<file path="src/design/cpts_pkg.sv">
// shared types and constants for the counter/priority task scheduler
// command and status structs between controller and datapath, state encoding
// no dependencies
package cpts_pkg;

  localparam int CNT_W       = 8;
  localparam int TASK_IN_W   = 4;
  localparam int IN_TDATA_W  = 16;
  localparam int OUT_TDATA_W = 16;

  // input word layout
  localparam int IN_IDX_LO  = 0;
  localparam int IN_PRIO_LO = 4;
  localparam int IN_RUN_BIT = 12;

  localparam logic FUNC_TICK = 1'b0;
  localparam logic FUNC_SET  = 1'b1;

  typedef struct packed {
    logic capture;
    logic set_wr;
    logic dec;
    logic sweep_init;
    logic scan;
    logic reload;
    logic commit_best;
    logic commit_idle;
    logic out_load;
  } cpts_cmd_t;

  typedef struct packed {
    logic cur_zero;
    logic dec_zero;
    logic sweep_done;
    logic pick_ok;
    logic reloaded;
  } cpts_sts_t;

  typedef enum logic [7:0] {
    S_IDLE   = 8'b0000_0001,
    S_SET    = 8'b0000_0010,
    S_TRD    = 8'b0000_0100,
    S_TCHK   = 8'b0000_1000,
    S_SCAN   = 8'b0001_0000,
    S_RELOAD = 8'b0010_0000,
    S_RDCUR  = 8'b0100_0000,
    S_CAP    = 8'b1000_0000
  } cpts_state_t;

endpackage

</file>
<file path="src/design/cpts_ram.sv">
// generic single-port-write, single-port-read ram with registered read data
// no dependencies
module cpts_ram #(
  parameter int WIDTH = 8,
  parameter int DEPTH = 16
) (
  input  logic                     clk,
  input  logic                     we,
  input  logic [$clog2(DEPTH)-1:0] waddr,
  input  logic [WIDTH-1:0]         wdata,
  input  logic [$clog2(DEPTH)-1:0] raddr,
  output logic [WIDTH-1:0]         rdata
);

  logic [WIDTH-1:0] mem [DEPTH];

  always_ff @(posedge clk) begin
    if (we) begin
      mem[waddr] <= wdata;
    end
    rdata <= mem[raddr];
  end

endmodule

</file>
<file path="src/design/cpts_ctrl.sv">
// controller state machine of the task scheduler
// depends on cpts_pkg; drives commands into cpts_dp and owns the output valid
module cpts_ctrl import cpts_pkg::*; (
  input  logic      clk,
  input  logic      rst_n,
  input  logic      in_valid,
  input  logic      in_func,
  output logic      in_ready,
  output logic      out_valid,
  input  logic      out_ready,
  input  cpts_sts_t sts,
  output cpts_cmd_t cmd
);

  cpts_state_t state_r, state_nxt;
  logic        out_valid_r, out_valid_nxt;

  assign in_ready  = (state_r == S_IDLE);
  assign out_valid = out_valid_r;

  always_comb begin
    state_nxt = state_r;
    cmd       = '0;
    unique case (state_r)
      S_IDLE: begin
        if (in_valid) begin
          cmd.capture = 1'b1;
          state_nxt   = (in_func == FUNC_SET) ? S_SET : S_TRD;
        end
      end
      S_SET: begin
        cmd.set_wr = 1'b1;
        state_nxt  = S_RDCUR;
      end
      S_TRD: begin
        state_nxt = S_TCHK;
      end
      S_TCHK: begin
        if (sts.cur_zero) begin
          cmd.sweep_init = 1'b1;
          state_nxt      = S_SCAN;
        end else begin
          cmd.dec = 1'b1;
          if (sts.dec_zero) begin
            cmd.sweep_init = 1'b1;
            state_nxt      = S_SCAN;
          end else begin
            state_nxt = S_RDCUR;
          end
        end
      end
      S_SCAN: begin
        cmd.scan = 1'b1;
        if (sts.sweep_done) begin
          priority if (sts.pick_ok) begin
            cmd.commit_best = 1'b1;
            state_nxt       = S_RDCUR;
          end else if (!sts.reloaded) begin
            cmd.sweep_init = 1'b1;
            state_nxt      = S_RELOAD;
          end else begin
            // nothing worth running even after reload: fall back to idle
            cmd.commit_idle = 1'b1;
            state_nxt       = S_RDCUR;
          end
        end
      end
      S_RELOAD: begin
        cmd.reload = 1'b1;
        if (sts.sweep_done) begin
          cmd.sweep_init = 1'b1;
          state_nxt      = S_SCAN;
        end
      end
      S_RDCUR: begin
        state_nxt = S_CAP;
      end
      S_CAP: begin
        // wait for the output register to free up
        if (!out_valid_r || out_ready) begin
          cmd.out_load = 1'b1;
          state_nxt    = S_IDLE;
        end
      end
      default: begin
        state_nxt = S_IDLE;
      end
    endcase
  end

  always_comb begin
    out_valid_nxt = out_valid_r && !out_ready;
    if (cmd.out_load) begin
      out_valid_nxt = 1'b1;
    end
  end

  always_ff @(posedge clk) begin
    if (!rst_n) begin
      state_r     <= S_IDLE;
      out_valid_r <= 1'b0;
    end else begin
      state_r     <= state_nxt;
      out_valid_r <= out_valid_nxt;
    end
  end

endmodule

</file>
<file path="src/design/cpts_dp.sv">
// datapath of the task scheduler: priority and counter rams, runnable flags,
// scan/reload sweep, best-pick registers and output word; depends on cpts_pkg, cpts_ram
module cpts_dp import cpts_pkg::*; #(
  parameter int TASKS = 16
) (
  input  logic                   clk,
  input  logic                   rst_n,
  input  logic [IN_TDATA_W-1:0]  in_data,
  input  cpts_cmd_t              cmd,
  output cpts_sts_t              sts,
  output logic [OUT_TDATA_W-1:0] out_data
);

  localparam int IDX_W = $clog2(TASKS);
  localparam int SW_W  = IDX_W + 1;
  localparam int RNG_W = 8;

  // latched input word
  logic [IDX_W-1:0] f_idx_r;
  logic             f_inrange_r;
  logic [CNT_W-1:0] f_prio_r;
  logic             f_run_r;

  logic [IDX_W-1:0] running_r, running_nxt;
  logic [IDX_W-1:0] before_r;
  logic [TASKS-1:0] runnable_r, runnable_nxt;
  logic [TASKS-1:0] prio_vld_r, prio_vld_nxt;
  logic [TASKS-1:0] cnt_vld_r, cnt_vld_nxt;

  logic [SW_W-1:0]  sw_i_r, sw_i_nxt;
  logic             pend_r, pend_nxt;
  logic [IDX_W-1:0] pend_idx_r, pend_idx_nxt;
  logic             found_r, found_nxt;
  logic [CNT_W-1:0] best_cnt_r, best_cnt_nxt;
  logic [IDX_W-1:0] best_idx_r, best_idx_nxt;
  logic             reloaded_r, reloaded_nxt;
  logic             cnt_rvld_r, prio_rvld_r;
  logic [OUT_TDATA_W-1:0] out_data_r;

  logic             issue_done;
  logic [IDX_W-1:0] sw_idx;
  logic [IDX_W-1:0] cnt_raddr;
  logic             cnt_we;
  logic [IDX_W-1:0] cnt_waddr;
  logic [CNT_W-1:0] cnt_wdata;
  logic [CNT_W-1:0] cnt_rdata, prio_rdata;
  logic [CNT_W-1:0] cnt_cur, prio_cur;
  logic             sweep_step;
  logic [TASK_IN_W-1:0] in_idx;

  assign in_idx     = in_data[IN_IDX_LO +: TASK_IN_W];
  assign issue_done = (sw_i_r == SW_W'(TASKS));
  assign sw_idx     = sw_i_r[IDX_W-1:0];
  assign sweep_step = cmd.scan || cmd.reload;

  // entries never written read as zero
  assign cnt_cur  = cnt_rdata & {CNT_W{cnt_rvld_r}};
  assign prio_cur = prio_rdata & {CNT_W{prio_rvld_r}};

  // counter ram reads the sweep slot while scanning, the running slot otherwise
  assign cnt_raddr = (cmd.scan && !issue_done) ? sw_idx : running_r;

  always_comb begin
    cnt_we    = 1'b0;
    cnt_waddr = running_r;
    cnt_wdata = '0;
    priority if (cmd.set_wr && f_inrange_r) begin
      cnt_we    = 1'b1;
      cnt_waddr = f_idx_r;
    end else if (cmd.dec) begin
      cnt_we    = 1'b1;
      cnt_wdata = cnt_cur - CNT_W'(1);
    end else if (cmd.reload && pend_r) begin
      cnt_we    = 1'b1;
      cnt_waddr = pend_idx_r;
      cnt_wdata = prio_cur;
    end else begin
      cnt_we = 1'b0;
    end
  end

  cpts_ram #(.WIDTH(CNT_W), .DEPTH(TASKS)) u_cnt_ram (
    .clk   (clk),
    .we    (cnt_we),
    .waddr (cnt_waddr),
    .wdata (cnt_wdata),
    .raddr (cnt_raddr),
    .rdata (cnt_rdata)
  );

  cpts_ram #(.WIDTH(CNT_W), .DEPTH(TASKS)) u_prio_ram (
    .clk   (clk),
    .we    (cmd.set_wr && f_inrange_r),
    .waddr (f_idx_r),
    .wdata (f_prio_r),
    .raddr (sw_idx),
    .rdata (prio_rdata)
  );

  always_comb begin
    running_nxt  = running_r;
    runnable_nxt = runnable_r;
    prio_vld_nxt = prio_vld_r;
    cnt_vld_nxt  = cnt_vld_r;
    sw_i_nxt     = sw_i_r;
    pend_nxt     = pend_r;
    pend_idx_nxt = pend_idx_r;
    found_nxt    = found_r;
    best_cnt_nxt = best_cnt_r;
    best_idx_nxt = best_idx_r;
    reloaded_nxt = reloaded_r;

    if (cmd.capture) begin
      reloaded_nxt = 1'b0;
    end
    if (cmd.set_wr && f_inrange_r) begin
      runnable_nxt[f_idx_r] = f_run_r;
      prio_vld_nxt[f_idx_r] = 1'b1;
    end
    if (cnt_we) begin
      cnt_vld_nxt[cnt_waddr] = 1'b1;
    end
    if (cmd.reload) begin
      reloaded_nxt = 1'b1;
    end

    if (sweep_step) begin
      if (!issue_done) begin
        sw_i_nxt     = sw_i_r + SW_W'(1);
        pend_nxt     = 1'b1;
        pend_idx_nxt = sw_idx;
      end else begin
        pend_nxt = 1'b0;
      end
    end

    // strict greater-than keeps the lowest index on ties
    if (cmd.scan && pend_r && runnable_r[pend_idx_r] &&
        (!found_r || (cnt_cur > best_cnt_r))) begin
      found_nxt    = 1'b1;
      best_cnt_nxt = cnt_cur;
      best_idx_nxt = pend_idx_r;
    end

    if (cmd.sweep_init) begin
      sw_i_nxt     = '0;
      pend_nxt     = 1'b0;
      found_nxt    = 1'b0;
      best_cnt_nxt = '0;
      best_idx_nxt = '0;
    end

    if (cmd.commit_best) begin
      running_nxt = best_idx_r;
    end else if (cmd.commit_idle) begin
      running_nxt = '0;
    end
  end

  always_ff @(posedge clk) begin
    if (!rst_n) begin
      running_r  <= '0;
      runnable_r <= TASKS'(1);
      prio_vld_r <= '0;
      cnt_vld_r  <= '0;
      sw_i_r     <= '0;
      pend_r     <= 1'b0;
      found_r    <= 1'b0;
      reloaded_r <= 1'b0;
    end else begin
      running_r  <= running_nxt;
      runnable_r <= runnable_nxt;
      prio_vld_r <= prio_vld_nxt;
      cnt_vld_r  <= cnt_vld_nxt;
      sw_i_r     <= sw_i_nxt;
      pend_r     <= pend_nxt;
      found_r    <= found_nxt;
      reloaded_r <= reloaded_nxt;
    end
  end

  // payload registers
  always_ff @(posedge clk) begin
    pend_idx_r  <= pend_idx_nxt;
    best_cnt_r  <= best_cnt_nxt;
    best_idx_r  <= best_idx_nxt;
    cnt_rvld_r  <= cnt_vld_r[cnt_raddr];
    prio_rvld_r <= prio_vld_r[sw_idx];
    if (cmd.capture) begin
      f_idx_r     <= IDX_W'(in_idx);
      f_inrange_r <= (RNG_W'(in_idx) < RNG_W'(TASKS));
      f_prio_r    <= in_data[IN_PRIO_LO +: CNT_W];
      f_run_r     <= in_data[IN_RUN_BIT];
      before_r    <= running_r;
    end
    if (cmd.out_load) begin
      out_data_r <= {2'b00, reloaded_r, (running_r != before_r), cnt_cur,
                     TASK_IN_W'(running_r)};
    end
  end

  assign out_data = out_data_r;

  assign sts.cur_zero   = (running_r == '0) || (cnt_cur == '0);
  assign sts.dec_zero   = (cnt_cur == CNT_W'(1));
  assign sts.sweep_done = issue_done && !pend_r;
  assign sts.pick_ok    = found_r && (best_cnt_r != '0);
  assign sts.reloaded   = reloaded_r;

endmodule

</file>
<file path="src/design/counter_priority_task_scheduler_top.sv">
// top level of the counter/priority task scheduler
// depends on cpts_pkg, cpts_ctrl, cpts_dp (which holds two cpts_ram)
//
//   channel | ports                                | contents
//   --------+--------------------------------------+--------------------------------
//   in      | in_tvalid in_tready in_tdata in_tuser | set-task or timer tick word
//   out     | out_tvalid out_tready out_tdata      | running task and slice counter
//
// one word at a time; a tick that reschedules runs one scan sweep over all slots, and one
// that reloads runs a scan sweep, a reload sweep and a second scan sweep
// (each sweep reads one slot per cycle through the counter or priority ram read port)
// reset is synchronous, active low, and takes effect at once: no clearing pass
// a new word is taken while the last result still waits in the output register
module counter_priority_task_scheduler_top import cpts_pkg::*; #(
  parameter int TASKS = 16
) (
  input  logic                   clk,
  input  logic                   rst_n,
  input  logic                   in_tvalid,
  output logic                   in_tready,
  // [3:0] task_index, [11:4] priority_req, [12] runnable, [15:13] zero
  input  logic [IN_TDATA_W-1:0]  in_tdata,
  // [0] func
  input  logic                   in_tuser,
  output logic                   out_tvalid,
  input  logic                   out_tready,
  // [3:0] current_task, [11:4] current_count, [12] switched, [13] reloaded, [15:14] zero
  output logic [OUT_TDATA_W-1:0] out_tdata
);

  cpts_cmd_t cmd;
  cpts_sts_t sts;

  cpts_ctrl u_ctrl (
    .clk       (clk),
    .rst_n     (rst_n),
    .in_valid  (in_tvalid),
    .in_func   (in_tuser),
    .in_ready  (in_tready),
    .out_valid (out_tvalid),
    .out_ready (out_tready),
    .sts       (sts),
    .cmd       (cmd)
  );

  cpts_dp #(.TASKS(TASKS)) u_dp (
    .clk      (clk),
    .rst_n    (rst_n),
    .in_data  (in_tdata),
    .cmd      (cmd),
    .sts      (sts),
    .out_data (out_tdata)
  );

endmodule
</file>
<file path="config.mk">
export PLATFORM = sky130hd
export DESIGN_NAME = counter_priority_task_scheduler_top
export DESIGN_NICKNAME = d
export VERILOG_FILES = /design/src/design/cpts_pkg.sv /design/src/design/cpts_ram.sv /design/src/design/cpts_ctrl.sv /design/src/design/cpts_dp.sv /design/src/design/counter_priority_task_scheduler_top.sv
export SDC_FILE = /design/constraint.sdc
export NUM_CORES = 1
export LEC_CHECK = 0
export BUFFER_PORTS_ARGS = -buffer_cell sky130_fd_sc_hd__buf_4
export CAP_MARGIN = 20
export CORE_MARGIN = 1
export CORE_UTILIZATION = 50
export DETAILED_ROUTE_END_ITERATION = 12
export GPL_TIMING_DRIVEN = 0
export PLACE_DENSITY = 0.77
export RECOVER_POWER = 25
export SYNTH_ARGS = -nofsm -noshare
export SYNTH_HDL_FRONTEND = slang
export SYNTH_SLANG_ARGS = --single-unit
export TNS_END_PERCENT = 20
</file>
<file path="constraint.sdc">
create_clock -name clk -period 3.5 [get_ports clk]
set_input_delay 0.525 -clock clk [delete_from_list [all_inputs] [get_ports clk]]
set_output_delay 0.525 -clock clk [all_outputs]
set_load 0.005 [all_outputs]
</file>
==> flow_summary_export.csv <==
group,metric,value,unit
power_and_ir_drop,leakage,6.450,nW
sta,tightestPinTransition,1.087,ns
sta,rsz0062_at_grt,"no",
grt,grt_pass1_wl,58230,um
power_and_ir_drop,powerDensity,504.5,nW/um2
route,wire_per_inst,23.16,um
clock_network,ctsRootBufferMaster,"clkbuf_16",
worst_setup_path,criticalPathCategory,"flop to flop",
hold_path,worst_hold_startpoint,"in_tdata[4]",
yosys,synth_edf_count,291,
clock_network,clkSinkCount,390,
hold_path,hp-class,"input pin to flop",
route,totalWireLength,38000,um
die,die_h,180.7,um
die,start_util,0.5074,
die,core_area,31470,um2
worst_setup_path,r2r_slack,0.09,ns
worst_setup_path,r2r_start,"u_ctrl.state_r[7]",
clock_network,ctsHtreeMaxLevel,2,
grt,antenna_found_initial,0,
clock_network,cts_buffers,38,
sta,post-route-period-util,0.9749,
route,ant_nets,0,
clock_network,clockBufferDepth,3,
cells_and_area,syn_to_final_growth,14.16,%
sta,finalHoldViolations,0,
cells_and_area,fill_cells,2327,
placed_design,gp_congestion,0.8753,
sta,max_freq,0.2931,GHz
cells_and_area,antenna_cells,0,
worst_setup_path,cp-end-kind,"flop",
die,io_pins,39,
yosys,yosysTopAreaCell,"edfxtp_1",
yosys,yosys-top-cells-area,"edfxtp_1, dfxtp_1, mux4_2",
hold_path,whs_path_depth,1,
power_and_ir_drop,peakVddDrop,0.3047,mV
route,firstDrtPassIters,9,
cells_and_area,fin_nets,1243,
placed_design,portBuffers,32,
sta,setup_violations,0,
placed_design,post-place-ws,0.06851,ns
worst_setup_path,crit_fanout,9,
placed_design,dp_hpwl,25740,um
grt,grt_max_degree,19,
yosys,synth-seq-cells,390,
worst_setup_path,timing.rr.end,"u_dp.u_cnt_ram.mem[9][5]",
yosys,avgSynthCellArea,14.35,um2
outcome,status,"complete, no violations",
cells_and_area,multi_input_area,4940,um2
yosys,ys_seq_area_frac,0.6713,
yosys,synth_area,15970,um2
grt,grt.overflow.total,0,
clock_network,holdBufCountCts,0,
cells_and_area,design_area,18230,um2
sta,slew_viol_final,0,
worst_setup_path,required,3.65,ns
cells_and_area,drive_gt1_frac,0.1792,
die,dieArea,32660,um2
sta,layout_setup_ws,0.08776,ns
route,post-route-drc-count,0,
route,routed_via_density,6.224,
sta,setup-tns-final,0,ns
clock_network,insertion_delay,0.54,ns
worst_setup_path,timing.critical_path.from,"u_ctrl.state_r[7]",
die,die_w,180.7,um
die,rows,65,
route,num_vias,10210,
yosys,yosys_warnings,0,
hold_path,hold_end,"u_dp.f_prio_r[0]",
yosys,synth_cell_types,69,
cells_and_area,fin_util,0.5792,
job,max_cap_viol_count,0,
sta,fin_skew,0.01978,ns
sta,min_period,3.412,ns
worst_setup_path,r2r_cells,5,
grt,grt_pass1_vias,9951,
clock_network,cts_tree,"done",
route,drtIter0Drc,1428,
yosys,synth_top_area_frac,0.5472,
cells_and_area,seqCellArea,10720,um2
grt,track_usage,0.2347,
worst_setup_path,worstPathArrival,3.56,ns
yosys,synth_ff_type,"edfxtp_1",
sta,relSlewSlack,0.2726,
placed_design,place_area,16960,um2
yosys,synth-async-reset-ratio,0,
clock_network,path_clk_slew,0.06,ns
worst_setup_path,crit_path_start_kind,"flop",
yosys,synth_cells,1113,
## report_power, final
part,internal (mW),switching [mW]
clock,2.29,1.72
sequential,4.98,0.0514
combinational,0.0541,0.105
total,7.32,1.87
## cells by family after synthesis
logic type	after synthesis	synth area share
buf+inv	100	0.02687
flops	390	0.6713
mux	72	0.08430
other cells	1	0.0002348
xor+xnor	17	0.009323
simple gates	282	0.09331
compound gates	239	0.1053
fa+ha+maj	12	0.009401
## cell usage after synthesis, types with 17 or more instances
cell type and count:
dfxtp_1 99, nand3_1 43, o21a_1 30, nor3_1 18
a32oi_1 17, a21oi_1 29, mux4_2 50, and3_1 24
edfxtp_1 291, clkbuf_1 43, inv_1 33, mux2i_1 22
o21ai_0 59, nor2_1 34, nand2_1 92
## cell type report
| class | instances | area share |
|---|---|---|
| inverter | 33 | 0.006794 |
| tap | 402 | 0.02759 |
| multi-input combinational | 624 | 0.2709 |
| clock inverter | 19 | 0.01098 |
| buffer | 67 | 0.01681 |
| timing repair buffer | 56 | 0.02313 |
| sequential | 390 | 0.5880 |
| clock buffer | 50 | 0.05573 |
## stage by stage
step / power (mW) / std cells / hold WS [ns]
after floorplan: 5.197 / 1114 / 0.4237
after global placement: 5.267 / 1548 / 0.4402
after detailed placement: 5.281 / 1567 / 0.4482
after CTS: 9.212 / 1636 / 0.1578
after global routing: 9.422 / 1641 / 0.1745
final: 9.198 / 1641 / 0.1875
## worst max-delay path by stage
stage | endpoint | slack [ns]
final | u_dp.u_cnt_ram.mem[9][5] | 0.09
after global routing | u_dp.u_cnt_ram.mem[8][3] | 0.007
after CTS | u_dp.u_cnt_ram.mem[5][1] | 0.06
after detailed placement | u_dp.u_cnt_ram.mem[5][2] | 0.07
after global placement | u_dp.u_cnt_ram.mem[7][0] | -0.78
after floorplan | u_dp.u_cnt_ram.mem[2][0] | 0.58
## flip-flops by register name (all words and copies together), names as in the netlist, 4 cells and up
name,count
u_dp.running_r,4
u_dp.best_cnt_r,8
u_dp.runnable_r,16
u_dp.best_idx_r,4
u_dp.pend_idx_r,4
u_dp.prio_vld_r,16
u_ctrl.state_r,8
u_dp.before_r,4
u_dp.f_idx_r,4
u_dp.u_prio_ram.rdata,8
u_dp.out_data,14
u_dp.u_cnt_ram.rdata,8
u_dp.u_cnt_ram.mem,128
u_dp.u_prio_ram.mem,128
u_dp.sw_i_r,5
u_dp.cnt_vld_r,16
u_dp.f_prio_r,8
## timing repair
action	CTS	global route
buffers inserted	0	1
setup endpoints to repair	0	11
gates resized for setup	0	4
## critical path: stages (launching register included)
cell	delay (ns)
dfxtp_1	0.40
nor4_4	0.49
nand4b_1	0.35
nor4b_1	0.74
o211ai_1	0.33
nor3_2	0.72
## metal layers
| layer | track usage | up-vias | wire length, um |
|---|---|---|---|
| li1 | - | 4520 | - |
| met4 | 0.06872 | 0 | 885 |
| met3 | 0.03911 | 63 | 3294 |
| met5 | 0 | - | 0 |
| met1 | 0.3322 | 5087 | 15900 |
| met2 | 0.3753 | 543 | 17920 |
## cell usage in the layout (no fill, tap or decap), drive strengths merged, types with 13 or more instances in the layout
cell	synthesis	layout
a32oi	17	17
inv	33	37
o21a	30	30
nand2	92	92
clkbuf	43	116
edfxtp	291	291
dfxtp	99	99
mux2i	22	22
nor2	34	34
nand3	44	44
a21boi	15	15
mux4	50	50
nor3	18	18
and3	24	24
nor2b	13	13
o21ai	61	61
nor4	17	17
a21oi	38	38
buf	24	57
(Power assumes the default switching activity.)
